$ cat config.mk
export PLATFORM = sky130hd
export DESIGN_NAME = wtwm_ctrl
export DESIGN_NICKNAME = d
export VERILOG_FILES = /design/src/design/wtwm_pkg.sv /design/src/design/wtwm_ctrl.sv
export SDC_FILE = /design/constraint.sdc
export NUM_CORES = 1
export LEC_CHECK = 0
export BUFFER_PORTS_ARGS = -buffer_cell sky130_fd_sc_hd__buf_4
export CORE_AREA = 2 2 39 41
export CTS_BUF_LIST = sky130_fd_sc_hd__clkbuf_4
export CTS_CLUSTER_DIAMETER = 80
export CTS_CLUSTER_SIZE = 25
export DETAILED_ROUTE_END_ITERATION = 10
export DIE_AREA = 0 0 41 43
export GPL_TIMING_DRIVEN = 0
export PLACE_DENSITY_LB_ADDON = 0.3
export SLEW_MARGIN = 40
export SYNTH_ARGS = -nofsm -noshare
export SYNTH_HDL_FRONTEND = slang
export SYNTH_SLANG_ARGS = --single-unit
$ cat constraint.sdc
create_clock -name clk -period 0.9 [get_ports clk]
set_input_delay 0.18 -clock clk [delete_from_list [all_inputs] [get_ports clk]]
set_output_delay 0.18 -clock clk [all_outputs]
set_load 0.03 [all_outputs]
$ cat src/design/wtwm_pkg.sv
// shared constants, codes and control types of the wait table
package wtwm_pkg;

	localparam int ACT_W = 3;
	localparam int ID_W = 8;
	localparam int KEY_W = 64;
	localparam int NUM_W = 32;
	localparam int STAT_W = 2;
	localparam int PEND_W = 5;

	localparam int TABLE_DEPTH_DEF = 16;
	localparam int WAITER_BITS_DEF = 8;

	localparam logic [ACT_W-1:0] ACT_ENQ    = 3'd0;
	localparam logic [ACT_W-1:0] ACT_WAKE   = 3'd1;
	localparam logic [ACT_W-1:0] ACT_CANCEL = 3'd2;
	localparam logic [ACT_W-1:0] ACT_HIT    = 3'd3;
	localparam logic [ACT_W-1:0] ACT_MISS   = 3'd4;
	localparam logic [ACT_W-1:0] ACT_QUERY  = 3'd5;

	localparam logic [STAT_W-1:0] ST_DONE = 2'd0;
	localparam logic [STAT_W-1:0] ST_DUP  = 2'd1;
	localparam logic [STAT_W-1:0] ST_FULL = 2'd2;
	localparam logic [STAT_W-1:0] ST_NONE = 2'd3;

	typedef struct packed {
		logic load;
		logic exec;
		logic match;
		logic emit;
	} wtwm_cmd_t;

	typedef struct packed {
		logic is_wake;
		logic out_free;
		logic match_any;
		logic match_last;
	} wtwm_sts_t;

endpackage

$ cat src/design/wtwm_ctrl.sv
// controller: sequences accept, execute, match and emit steps of one action
module wtwm_ctrl import wtwm_pkg::*; (
	input  logic      clk,
	input  logic      arst_n,
	input  logic      in_valid,
	output logic      in_ready,
	input  wtwm_sts_t sts,
	output wtwm_cmd_t cmd
);

	localparam logic [1:0] S_IDLE = 2'd0;
	localparam logic [1:0] S_EXEC = 2'd1;
	localparam logic [1:0] S_WAKE = 2'd2;

	logic [1:0] state_q;
	logic [1:0] state_d;

	assign in_ready = (state_q == S_IDLE);

	always_comb begin
		state_d = state_q;
		cmd = '0;
		case (state_q)
			S_IDLE: begin
				if (in_valid) begin
					cmd.load = 1'b1;
					state_d = S_EXEC;
				end
			end
			S_EXEC: begin
				if (sts.is_wake) begin
					cmd.match = 1'b1;
					state_d = S_WAKE;
				end else if (sts.out_free) begin
					cmd.exec = 1'b1;
					state_d = S_IDLE;
				end
			end
			S_WAKE: begin
				if (sts.out_free) begin
					cmd.emit = 1'b1;
					// stay while more matched entries remain after this beat
					if (!sts.match_any || sts.match_last) begin
						state_d = S_IDLE;
					end
				end
			end
			default: begin
				state_d = S_IDLE;
			end
		endcase
	end

	always_ff @(posedge clk or negedge arst_n) begin
		if (!arst_n) begin
			state_q <= S_IDLE;
		end else begin
			state_q <= state_d;
		end
	end

`ifndef ASSERT_OFF
	a_load_to_exec: assert property (@(posedge clk) disable iff (!arst_n)
		cmd.load |=> state_q == S_EXEC)
		else $error("accepted beat not followed by execute step");
	a_out_free: assert property (@(posedge clk) disable iff (!arst_n)
		(cmd.exec || cmd.emit) |-> sts.out_free)
		else $error("result written while output register occupied");
	a_one_cmd: assert property (@(posedge clk) disable iff (!arst_n)
		$onehot0({cmd.load, cmd.exec, cmd.match, cmd.emit}))
		else $error("more than one datapath command at once");
`endif

endmodule

==> parameters.txt, run 1 <==
Parameter                              Value

Routing
  Remaining routing DRC violations ... 0
  Routed len/inst ... 9.304 um
  DR pass1 iterations ... 2
  Vias ... 161
  Aggregate routed wire length ... 428 um
  Detailed Route Iter0 Violations ... 1
  Avg Vias per Cell ... 3.500
  Final ANT Viol Nets ... 0

STA
  Worst Tran Pin Value ... 0.2117 ns
  Final clock skew ... 0.007497 ns
  Final setup viols ... 6
  Worst slew margin relative to its limit ... 85.83%
  Maximum frequency from static timing analysis ... 749.9 MHz
  Fin. Hold Viols ... 0
  Slew Limit Fails ... 0
  Minimum clock period after layout ... 1.333 ns
  Period utilization ... 148.2%
  Post-route setup slack ... -0.4335 ns
  RSZ-0062 raised after global routing ... yes

CTS
  Clock tree sinks ... 2
  Number of clock buffers inserted by TritonCTS ... 3
  Number of buffers on the longest clock path ... 2
  Worst-path clk slew ... 0.04 ns
  Clock latency at the later pin of the worst-skew pair ... 0.24 ns
  H-tree lvl count ... 1
  TritonCTS clock tree ... yes
  Cell at the root of the clock tree ... sky130_fd_sc_hd__clkbuf_4

Synth
  Nets in the synthesized netlist ... 21
  Synth Area per Inst ... 9.027 um^2
  Count of cell types in the netlist ... 12
  Share of synthesized area occupied by flip-flops and latches ... 39.60%
  Yosys synthesis warning count ... 0
  Number of instances in the synthesized netlist ... 14
  Cell area after technology mapping ... 126.4 um^2
  Synthesized flop and latch total ... 2

Power
  PwrDens ... 3025 nW/um^2
  Worst VDD drop ... 636.7 uV
  Total power of the final layout ... 0.0009726 W
  Lkg Pwr ... 0.1474 nW

Finish
  Layout fillers ... 150
  Cell area after layout ... 321.6 um^2
  Ant. Diodes ... 0
  Highest-count cells in the layout ignoring fill and taps ... sky130_fd_sc_hd__buf_4 (6), sky130_fd_sc_hd__buf_6 (5), sky130_fd_sc_hd__clkbuf_4 (4)
  Most frequent standard cell in the layout excluding fill and tap cells ... sky130_fd_sc_hd__buf_4
  Layout Area Growth over Synthesis ... 154.5%
  Total number of nets in the final design ... 38
  Register name with the most flops ... state_q
  Largest register FFs ... 2
  Top flop regs ... state_q (2)
  Fraction of final layout cells with drive strength greater than 1 ... 76.67%
  Util after Layout ... 23.24%

Floorplanning
  Die Area ... 1763 um^2
  # rows ... 14
  Core Area ... 1384 um^2
  Chip Width ... 41 um
  IO Pins ... 12
  Height of the chip ... 43 um
  Starting density of the core ... 9.132%

Setup path
  Required time of the critical path ... 0.72 ns
  Arrival time of data at the critical path endpoint ... 1.15 ns
  Crit-path max FO ... 6
  CP startpoint kind ... flip-flop
  Reg-to-reg slack, setup ... -0.01 ns
  Endpoint class of the critical path ... output port
  Critical Setup Path Class ... flip-flop to output port

Outcome
  Status ... finished, violations left
  Violated checks ... setup timing

Global routing
  Largest net degree at the start of global routing ... 7
  Initial antenna violation count ... 0
  Vias in the first global route ... 159
  Overall track demand over capacity in global routing ... 5.918%
  Leftover overflow at the end of global routing ... 0
  Wire length of the first global-routing pass ... 600 um

Run
  Max-cap violation count ... 0

Placed design
  Placer congestion estimate ... 0.5639
  IO buf count ... 11
  Post-place instance area ... 261.5 um^2
  Worst slack after detailed placement ... -0.2182 ns
  Half-perimeter wire length after placement ... 353.8 um

Hold path
  Min-Delay Path Class ... input pin to flip-flop
[where the power goes]
part | internal [W] | switching [W] | total, W | leakage [nW]
sequential | 0.000134 | 0.0000770 | 0.000210 | 0.0230
combinational | 0.000242 | 0.000256 | 0.000498 | 0.106
clock | 0.000196 | 0.0000685 | 0.000264 | 0.0184
[worst max-delay path: stages, from the launching register on]
cell and delay (ns):
sky130_fd_sc_hd__dfrtp_2 0.46, sky130_fd_sc_hd__nor4b_4 0.29, sky130_fd_sc_hd__buf_6 0.17
[final cells by class]
class | instances | area, um^2 | area share (%)
inverter | 2 | 7.507 | 2.335
tap | 16 | 20.02 | 6.226
sequential | 2 | 52.55 | 16.34
timing repair buffer | 12 | 111.4 | 34.63
multi-input combinational | 10 | 100.1 | 31.13
clock buffer | 4 | 30.03 | 9.339
[final timing paths]
| kind | from | end | cells after the start |
|---|---|---|---|
| setup / recovery | state_q[1]$_DFFE_PN0P_ | cmd[2] | 2 |
| hold / removal | in_valid | state_q[0]$_DFFE_PN0P_ | 3 |
| setup reg to reg | state_q[0]$_DFFE_PN0P_ | state_q[1]$_DFFE_PN0P_ | 3 |
| hold reg to reg | state_q[1]$_DFFE_PN0P_ | state_q[0]$_DFFE_PN0P_ | 1 |
| max in group asynchronous | arst_n | state_q[0]$_DFFE_PN0P_ | 2 |
| min in group asynchronous | arst_n | state_q[1]$_DFFE_PN0P_ | 2 |
[repair_timing]
action                                  4_1_cts  5_1_grt
pin swaps                                     1        0
hold buffers                                  1        0
endpoints found under the hold margin         2        0
gates resized for setup                       4        2
endpoints found under the setup margin        6        7
buffers inserted                              0        0
[through the flow]
stage,TNS [ns],hold WS (ns),cells
after detailed placement,-0.7196,-0.03318,41
after floorplan,-0.8170,-0.1156,14
after global placement,-0.6180,-0.03511,41
after global routing,-2.043,0.2309,46
final,-1.785,0.2135,46
after CTS,-1.934,0.2114,46
[synth_stat cells (all sizes together)]
| cell | instances | share of area, % |
|---|---|---|
| nor4b | 1 | 6.9 |
| and3 | 1 | 5.9 |
| o21ai | 1 | 4.0 |
| nor3b | 2 | 16 |
| dfrtp | 2 | 40 |
| a21oi | 1 | 4.0 |
| and2 | 1 | 5.0 |
| nor2 | 2 | 5.9 |
| a31o | 1 | 6.9 |
| inv | 2 | 5.9 |
[per-layer routing]
| metal | share of wire (%) | GRT usage [%] |
|---|---|---|
| met1 | 46 | 7.372 |
| met2 | 37 | 5.625 |
| met3 | 17 | 3.141 |
| met4 | 0 | 8.000 |
| met5 | 0 | 0 |
[logic make-up (layout without fill, tap and decap cells)]
logic type      Yosys count  after routing  share of synthesized area [%]
simple gates              7              7                          39.61
buf+inv                   2             18                          5.935
flops                     2              2                          39.61
compound gates            3              3                          14.85
Power figures use the tool's default switching activity.
==> inputs of run 2 (changes only) <==
--- a/config.mk
+++ b/config.mk
@@ -5,14 +5,13 @@
 export SDC_FILE = /design/constraint.sdc
 export NUM_CORES = 1
 export LEC_CHECK = 0
-export BUFFER_PORTS_ARGS = -buffer_cell sky130_fd_sc_hd__buf_4
+export BUFFER_PORTS_ARGS = -buffer_cell sky130_fd_sc_hd__buf_2
 export CORE_AREA = 2 2 39 41
 export CTS_BUF_LIST = sky130_fd_sc_hd__clkbuf_4
 export CTS_CLUSTER_DIAMETER = 80
 export CTS_CLUSTER_SIZE = 25
 export DETAILED_ROUTE_END_ITERATION = 10
 export DIE_AREA = 0 0 41 43
-export GPL_TIMING_DRIVEN = 0
 export PLACE_DENSITY_LB_ADDON = 0.3
 export SLEW_MARGIN = 40
 export SYNTH_ARGS = -nofsm -noshare
==> run 2 against run 1 <==
- the flow still finishes with violations (setup timing)
- worst setup slack gained 0.014 ns
- sequential share of layout area down 2.0 points
- clock power barely moved
- combinational power up 31%
- global-route usage up 1.8 points
- clock skew rose by 0.0069 ns
- critical endpoint unchanged
- largest cell class unchanged
==> parameters.txt, run 2 (same netlist as run 1, synthesis figures left out) <==
Parameter                              Value

Outcome
  Status ... finished, violations left
  Violated checks ... setup timing

Finish
  Util after Layout ... 25.86%
  Highest-count cells in the layout ignoring fill and taps ... sky130_fd_sc_hd__buf_6 (7), sky130_fd_sc_hd__buf_2 (6), sky130_fd_sc_hd__clkbuf_4 (4)
  Register name with the most flops ... state_q
  Fraction of final layout cells with drive strength greater than 1 ... 82.35%
  Largest register FFs ... 2
  Top flop regs ... state_q (2)
  Most frequent standard cell in the layout excluding fill and tap cells ... sky130_fd_sc_hd__buf_6
  Ant. Diodes ... 0
  Total number of nets in the final design ... 42
  Layout Area Growth over Synthesis ... 183.2%

STA
  Final setup viols ... 7
  Period utilization ... 146.6%
  Worst slew margin relative to its limit ... 86.54%
  Final clock skew ... 0.01441 ns
  Fin Hold WS ... 0.2599 ns
  Minimum clock period after layout ... 1.320 ns
  RSZ-0062 raised after global routing ... yes
  Slew Limit Fails ... 0
  Worst Tran Pin Value ... 0.2010 ns
  Fin. Hold Viols ... 0
  Post-route setup slack ... -0.4197 ns
  Maximum frequency from static timing analysis ... 757.8 MHz

Hold path
  Min-Delay Path Class ... input pin to flip-flop
  Hold path cells ... 3
  End point of the most critical hold path ... state_q[0]$_DFFE_PN0P_
  Startpoint of the lowest-slack hold path ... in_valid

CTS
  Clock tree sinks ... 2
  H-tree lvl count ... 1
  Cell at the root of the clock tree ... sky130_fd_sc_hd__clkbuf_4
  Worst-path clk slew ... 0.04 ns
  Number of buffers on the longest clock path ... 2
  TritonCTS clock tree ... yes
  Number of clock buffers inserted by TritonCTS ... 3
  Clock latency at the later pin of the worst-skew pair ... 0.24 ns

Global routing
  Vias in the first global route ... 177
  Leftover overflow at the end of global routing ... 0
  Initial antenna violation count ... 0
  Overall track demand over capacity in global routing ... 7.731%
  Largest net degree at the start of global routing ... 6
  Wire length of the first global-routing pass ... 800 um

Setup path
  Critical Setup Path Class ... flip-flop to output port
  Terminus of the critical flop-to-flop path ... state_q[1]$_DFFE_PN0P_
  Arrival time of data at the critical path endpoint ... 1.14 ns
  Crit-path max FO ... 5
  CP startpoint kind ... flip-flop
  Reg-to-reg slack, setup ... -0.08 ns
  Worst flop-to-flop path startpoint ... state_q[0]$_DFFE_PN0P_
  Reg2Reg Depth ... 4
  Required time of the critical path ... 0.72 ns
  Endpoint class of the critical path ... output port

Power
  Worst VDD drop ... 881.6 uV
  Total power of the final layout ... 0.001112 W
  PwrDens ... 3106 nW/um^2
  Lkg Pwr ... 0.1712 nW

Floorplanning
  IO Pins ... 12
  Core Area ... 1384 um^2
  Starting density of the core ... 9.132%
  Chip Width ... 41 um
  Die Area ... 1763 um^2
  # rows ... 14
  Height of the chip ... 43 um

Placed design
  IO buf count ... 11
  Worst slack after detailed placement ... -0.2217 ns
  Half-perimeter wire length after placement ... 348.9 um
  Placer congestion estimate ... 0.7015

Routing
  Routed len/inst ... 9.720 um
  Aggregate routed wire length ... 486 um
  Vias ... 182
  DR pass1 iterations ... 2
  Final ANT Viol Nets ... 0
  Remaining routing DRC violations ... 0
  Detailed Route Iter0 Violations ... 1
  Avg Vias per Cell ... 3.640

Run
  Max-cap violation count ... 0
[run 2: cell types whose count changed in the layout (fill, tap and decap cells not counted), sizes merged]
cell / previous run / this run
buf: 11 / 15
[run 2: where the power goes]
| group | leakage (nW) | total (W) | internal (W) | switching, W |
|---|---|---|---|---|
| Sequential | 0.0243 | 0.000194 | 0.000130 | 0.0000635 |
| Clock | 0.0184 | 0.000266 | 0.000196 | 0.0000703 |
| Combinational | 0.129 | 0.000652 | 0.000344 | 0.000308 |
[run 2: repair_timing]
action	in CTS	in global routing
resized for setup	12	5
endpoints found under the setup margin	7	7
endpoints found under the hold margin	2	0
pin swaps	4	2
hold buffers	1	0
buffers inserted	3	1
[run 2: worst max-delay path, stage by stage (launching register included)]
cell,delay [ns]
sky130_fd_sc_hd__dfrtp_2,0.46
sky130_fd_sc_hd__nor4b_4,0.28
sky130_fd_sc_hd__buf_6,0.16
[run 2: final cells by class]
cell class	instances	area [um^2]
clock buffer	4	30.03
fill	154	1026
inverter	2	7.507
multi-input combinational	10	115.1
sequential	2	51.30
tap	16	20.02
timing repair buffer	16	133.9
[run 2: routing by layer]
| layer | vias up | part of all wire, % | routed length, um | GRT usage, % |
|---|---|---|---|---|
| li1 | 90 | - | - | - |
| met5 | - | 0 | 0 | 0 |
| met2 | 15 | 34 | 163 | 6.875 |
| met4 | 0 | 0 | 0 | 6.000 |
| met1 | 77 | 51 | 250 | 9.968 |
| met3 | 0 | 15 | 72 | 7.853 |
[run 2: worst max path at each step]
stage / start / endpoint / cells after the start
floorplan: state_q[1]$_DFFE_PN0P_ / cmd[2] / 1
global placement: state_q[0]$_DFFE_PN0P_ / cmd[1] / 3
detailed placement: state_q[1]$_DFFE_PN0P_ / cmd[2] / 2
CTS: state_q[1]$_DFFE_PN0P_ / cmd[2] / 2
global route: state_q[1]$_DFFE_PN0P_ / cmd[2] / 2
finish: state_q[1]$_DFFE_PN0P_ / cmd[2] / 2
[run 2: stage by stage]
step,area (um^2),setup TNS (ns),instances
final,357.8,-1.855,50
after global routing,357.8,-2.158,50
after CTS,350.3,-1.889,51
after detailed placement,256.5,-0.9714,44
after global placement,256.5,-0.9652,44
after floorplan,158.9,-0.8170,14
==> inputs of run 3 (changes only) <==
--- a/config.mk
+++ b/config.mk
@@ -6,6 +6,8 @@
 export NUM_CORES = 1
 export LEC_CHECK = 0
 export BUFFER_PORTS_ARGS = -buffer_cell sky130_fd_sc_hd__buf_2
+export CELL_PAD_IN_SITES_DETAIL_PLACEMENT = 1
+export CELL_PAD_IN_SITES_GLOBAL_PLACEMENT = 1
 export CORE_AREA = 2 2 39 41
 export CTS_BUF_LIST = sky130_fd_sc_hd__clkbuf_4
 export CTS_CLUSTER_DIAMETER = 80
==> run 3 against run 2 <==
- the flow still finishes with violations (setup timing)
- fmax shrank 1.2%
- via count shrank 9.9%
- first-iteration DRC count is the same
- clock-buffer cell count is the same
- non-clock buffer count decreased by 3
- die area is the same
- register-to-register slack gained 0.05 ns
- sequential power rose by 8%
- sequential cell count did not move
- global-route usage decreased by 0.81 points
- critical path type unchanged
- largest cell class unchanged
- highest routed layer unchanged
==> parameters.txt, run 3 (same netlist as run 1, synthesis figures left out) <==
Parameter                              Value

STA
  RSZ-0062 raised after global routing ... yes
  Worst slew margin relative to its limit ... 84.37%
  Fin. Hold Viols ... 0
  Minimum clock period after layout ... 1.336 ns
  Post-route setup slack ... -0.4361 ns
  Final setup viols ... 7
  Final clock skew ... 0.007429 ns
  Period utilization ... 148.5%
  Slew Limit Fails ... 0
  Worst Tran Pin Value ... 0.2340 ns
  Maximum frequency from static timing analysis ... 748.4 MHz

Finish
  Highest-count cells in the layout ignoring fill and taps ... sky130_fd_sc_hd__buf_2 (6), sky130_fd_sc_hd__buf_6 (6), sky130_fd_sc_hd__clkbuf_4 (4)
  Layout fillers ... 160
  Largest register FFs ... 2
  Register name with the most flops ... state_q
  Total number of nets in the final design ... 39
  Fraction of final layout cells with drive strength greater than 1 ... 77.42%
  Top flop regs ... state_q (2)
  Ant. Diodes ... 0
  Final cell count without fillers ... 47
  Layout Area Growth over Synthesis ... 153.5%

Floorplanning
  IO Pins ... 12
  Die Area ... 1763 um^2
  Core Area ... 1384 um^2
  Starting density of the core ... 9.132%
  # rows ... 14
  Height of the chip ... 43 um
  Chip Width ... 41 um

Hold path
  Min-Delay Path Class ... input pin to flip-flop

Setup path
  Family with the most delay on the worst path ... flip-flops
  Library cell contributing the largest single delay on the critical path ... sky130_fd_sc_hd__dfrtp_2
  Arrival time of data at the critical path endpoint ... 1.16 ns
  WP depth ... 2
  Reg2Reg Depth ... 4
  Worst-path cell chain ... nor4b_4, buf_6
  Critical Setup Path Class ... flip-flop to output port
  Endpoint class of the critical path ... output port
  Max stage delay on crit path ... 0.47 ns
  Crit path from ... state_q[1]$_DFFE_PN0P_
  Critical path buffer and inverter count ... 1
  Worst flop-to-flop path startpoint ... state_q[0]$_DFFE_PN0P_
  Reg-to-reg slack, setup ... -0.03 ns
  Terminus of the critical flop-to-flop path ... state_q[0]$_DFFE_PN0P_
  CP startpoint kind ... flip-flop
  Crit-path max FO ... 6
  Required time of the critical path ... 0.72 ns
  Critical path destination ... cmd[2]

Global routing
  Initial antenna violation count ... 0
  Wire length of the first global-routing pass ... 759 um
  Overall track demand over capacity in global routing ... 6.921%
  Largest net degree at the start of global routing ... 7
  Leftover overflow at the end of global routing ... 0
  Vias in the first global route ... 212

Routing
  Vias ... 164
  DR pass1 iterations ... 2
  Routed len/inst ... 10.51 um
  Final ANT Viol Nets ... 0
  Aggregate routed wire length ... 494 um
  Detailed Route Iter0 Violations ... 1
  Avg Vias per Cell ... 3.489
  Remaining routing DRC violations ... 0

Outcome
  Violated checks ... setup timing
  Status ... finished, violations left

Run
  Max-cap violation count ... 0

CTS
  Clock tree sinks ... 2
  TritonCTS clock tree ... yes
  H-tree lvl count ... 1
  Cell at the root of the clock tree ... sky130_fd_sc_hd__clkbuf_4
  Clock latency at the later pin of the worst-skew pair ... 0.23 ns
  Number of buffers on the longest clock path ... 2
  Worst-path clk slew ... 0.04 ns
  Number of clock buffers inserted by TritonCTS ... 3

Power
  PwrDens ... 3172 nW/um^2
  Lkg Pwr ... 0.1494 nW
  Worst VDD drop ... 1167 uV

Placed design
  Half-perimeter wire length after placement ... 389.3 um
  IO buf count ... 11
  Worst slack after detailed placement ... -0.2596 ns
  Placer congestion estimate ... 0.5402
  Placed Instances ... 42
run 3: area by class of cell:
| type | count | area (um^2) | share of cell area [%] |
|---|---|---|---|
| clock buffer | 4 | 30.03 | 9.375 |
| inverter | 2 | 7.507 | 2.344 |
| multi-input combinational | 10 | 103.9 | 32.42 |
| sequential | 2 | 51.30 | 16.02 |
| tap | 16 | 20.02 | 6.250 |
| timing repair buffer | 13 | 107.6 | 33.59 |
run 3: report_power, final:
part           leakage (nW)  internal [W]  switching (W)
clock                0.0184      0.000196      0.0000645
combinational         0.107      0.000269       0.000277
sequential           0.0243      0.000130      0.0000797
total                 0.149      0.000594       0.000422
run 3: routing by layer:
layer  share of wire, %  GRT usage [%]
met3                 12          1.571
met5                  0              0
met2                 43          10.00
met1                 45          7.051
met4                  0          8.000
run 3: worst min path at each step:
| stage | startpoint | slack (ns) | depth (start not counted) | to |
|---|---|---|---|---|
| after floorplan | arst_n | -0.12 | 0 | state_q[0]$_DFFE_PN0P_ |
| after global placement | arst_n | -0.03 | 1 | state_q[0]$_DFFE_PN0P_ |
| after detailed placement | arst_n | -0.03 | 1 | state_q[0]$_DFFE_PN0P_ |
| after CTS | arst_n | 0.24 | 2 | state_q[1]$_DFFE_PN0P_ |
| after global routing | in_valid | 0.25 | 3 | state_q[0]$_DFFE_PN0P_ |
| final | in_valid | 0.24 | 3 | state_q[0]$_DFFE_PN0P_ |
run 3: timing repair:
action,4_1_cts,5_1_grt
endpoints found under the hold margin,2,0
setup buffers,1,1
endpoints found under the setup margin,7,7
pin swaps,4,0
gates resized for setup,12,2
hold buffers,1,0
run 3: metrics by stage:
| step | TNS, ns | total power (W) | instance area (um^2) | hold slack [ns] | utilization (%) |
|---|---|---|---|---|---|
| after floorplan | -0.8170 | 0.0005050 | 158.9 | -0.1156 | - |
| after global placement | -0.8675 | 0.0006319 | 241.5 | -0.03466 | 17.45 |
| after detailed placement | -0.9834 | 0.0006431 | 241.5 | -0.03292 | 17.45 |
| after CTS | -2.176 | 0.001075 | 327.8 | 0.2447 | 23.69 |
| after global routing | -2.176 | 0.001083 | 320.3 | 0.2530 | 23.15 |
| final | -1.891 | 0.001016 | 320.3 | 0.2432 | 23.15 |
run 3: worst min-delay path, stage by stage:
cell and delay, ns:
sky130_fd_sc_hd__buf_2 0.10, sky130_fd_sc_hd__a21oi_2 0.05, sky130_fd_sc_hd__nor2_1 0.10
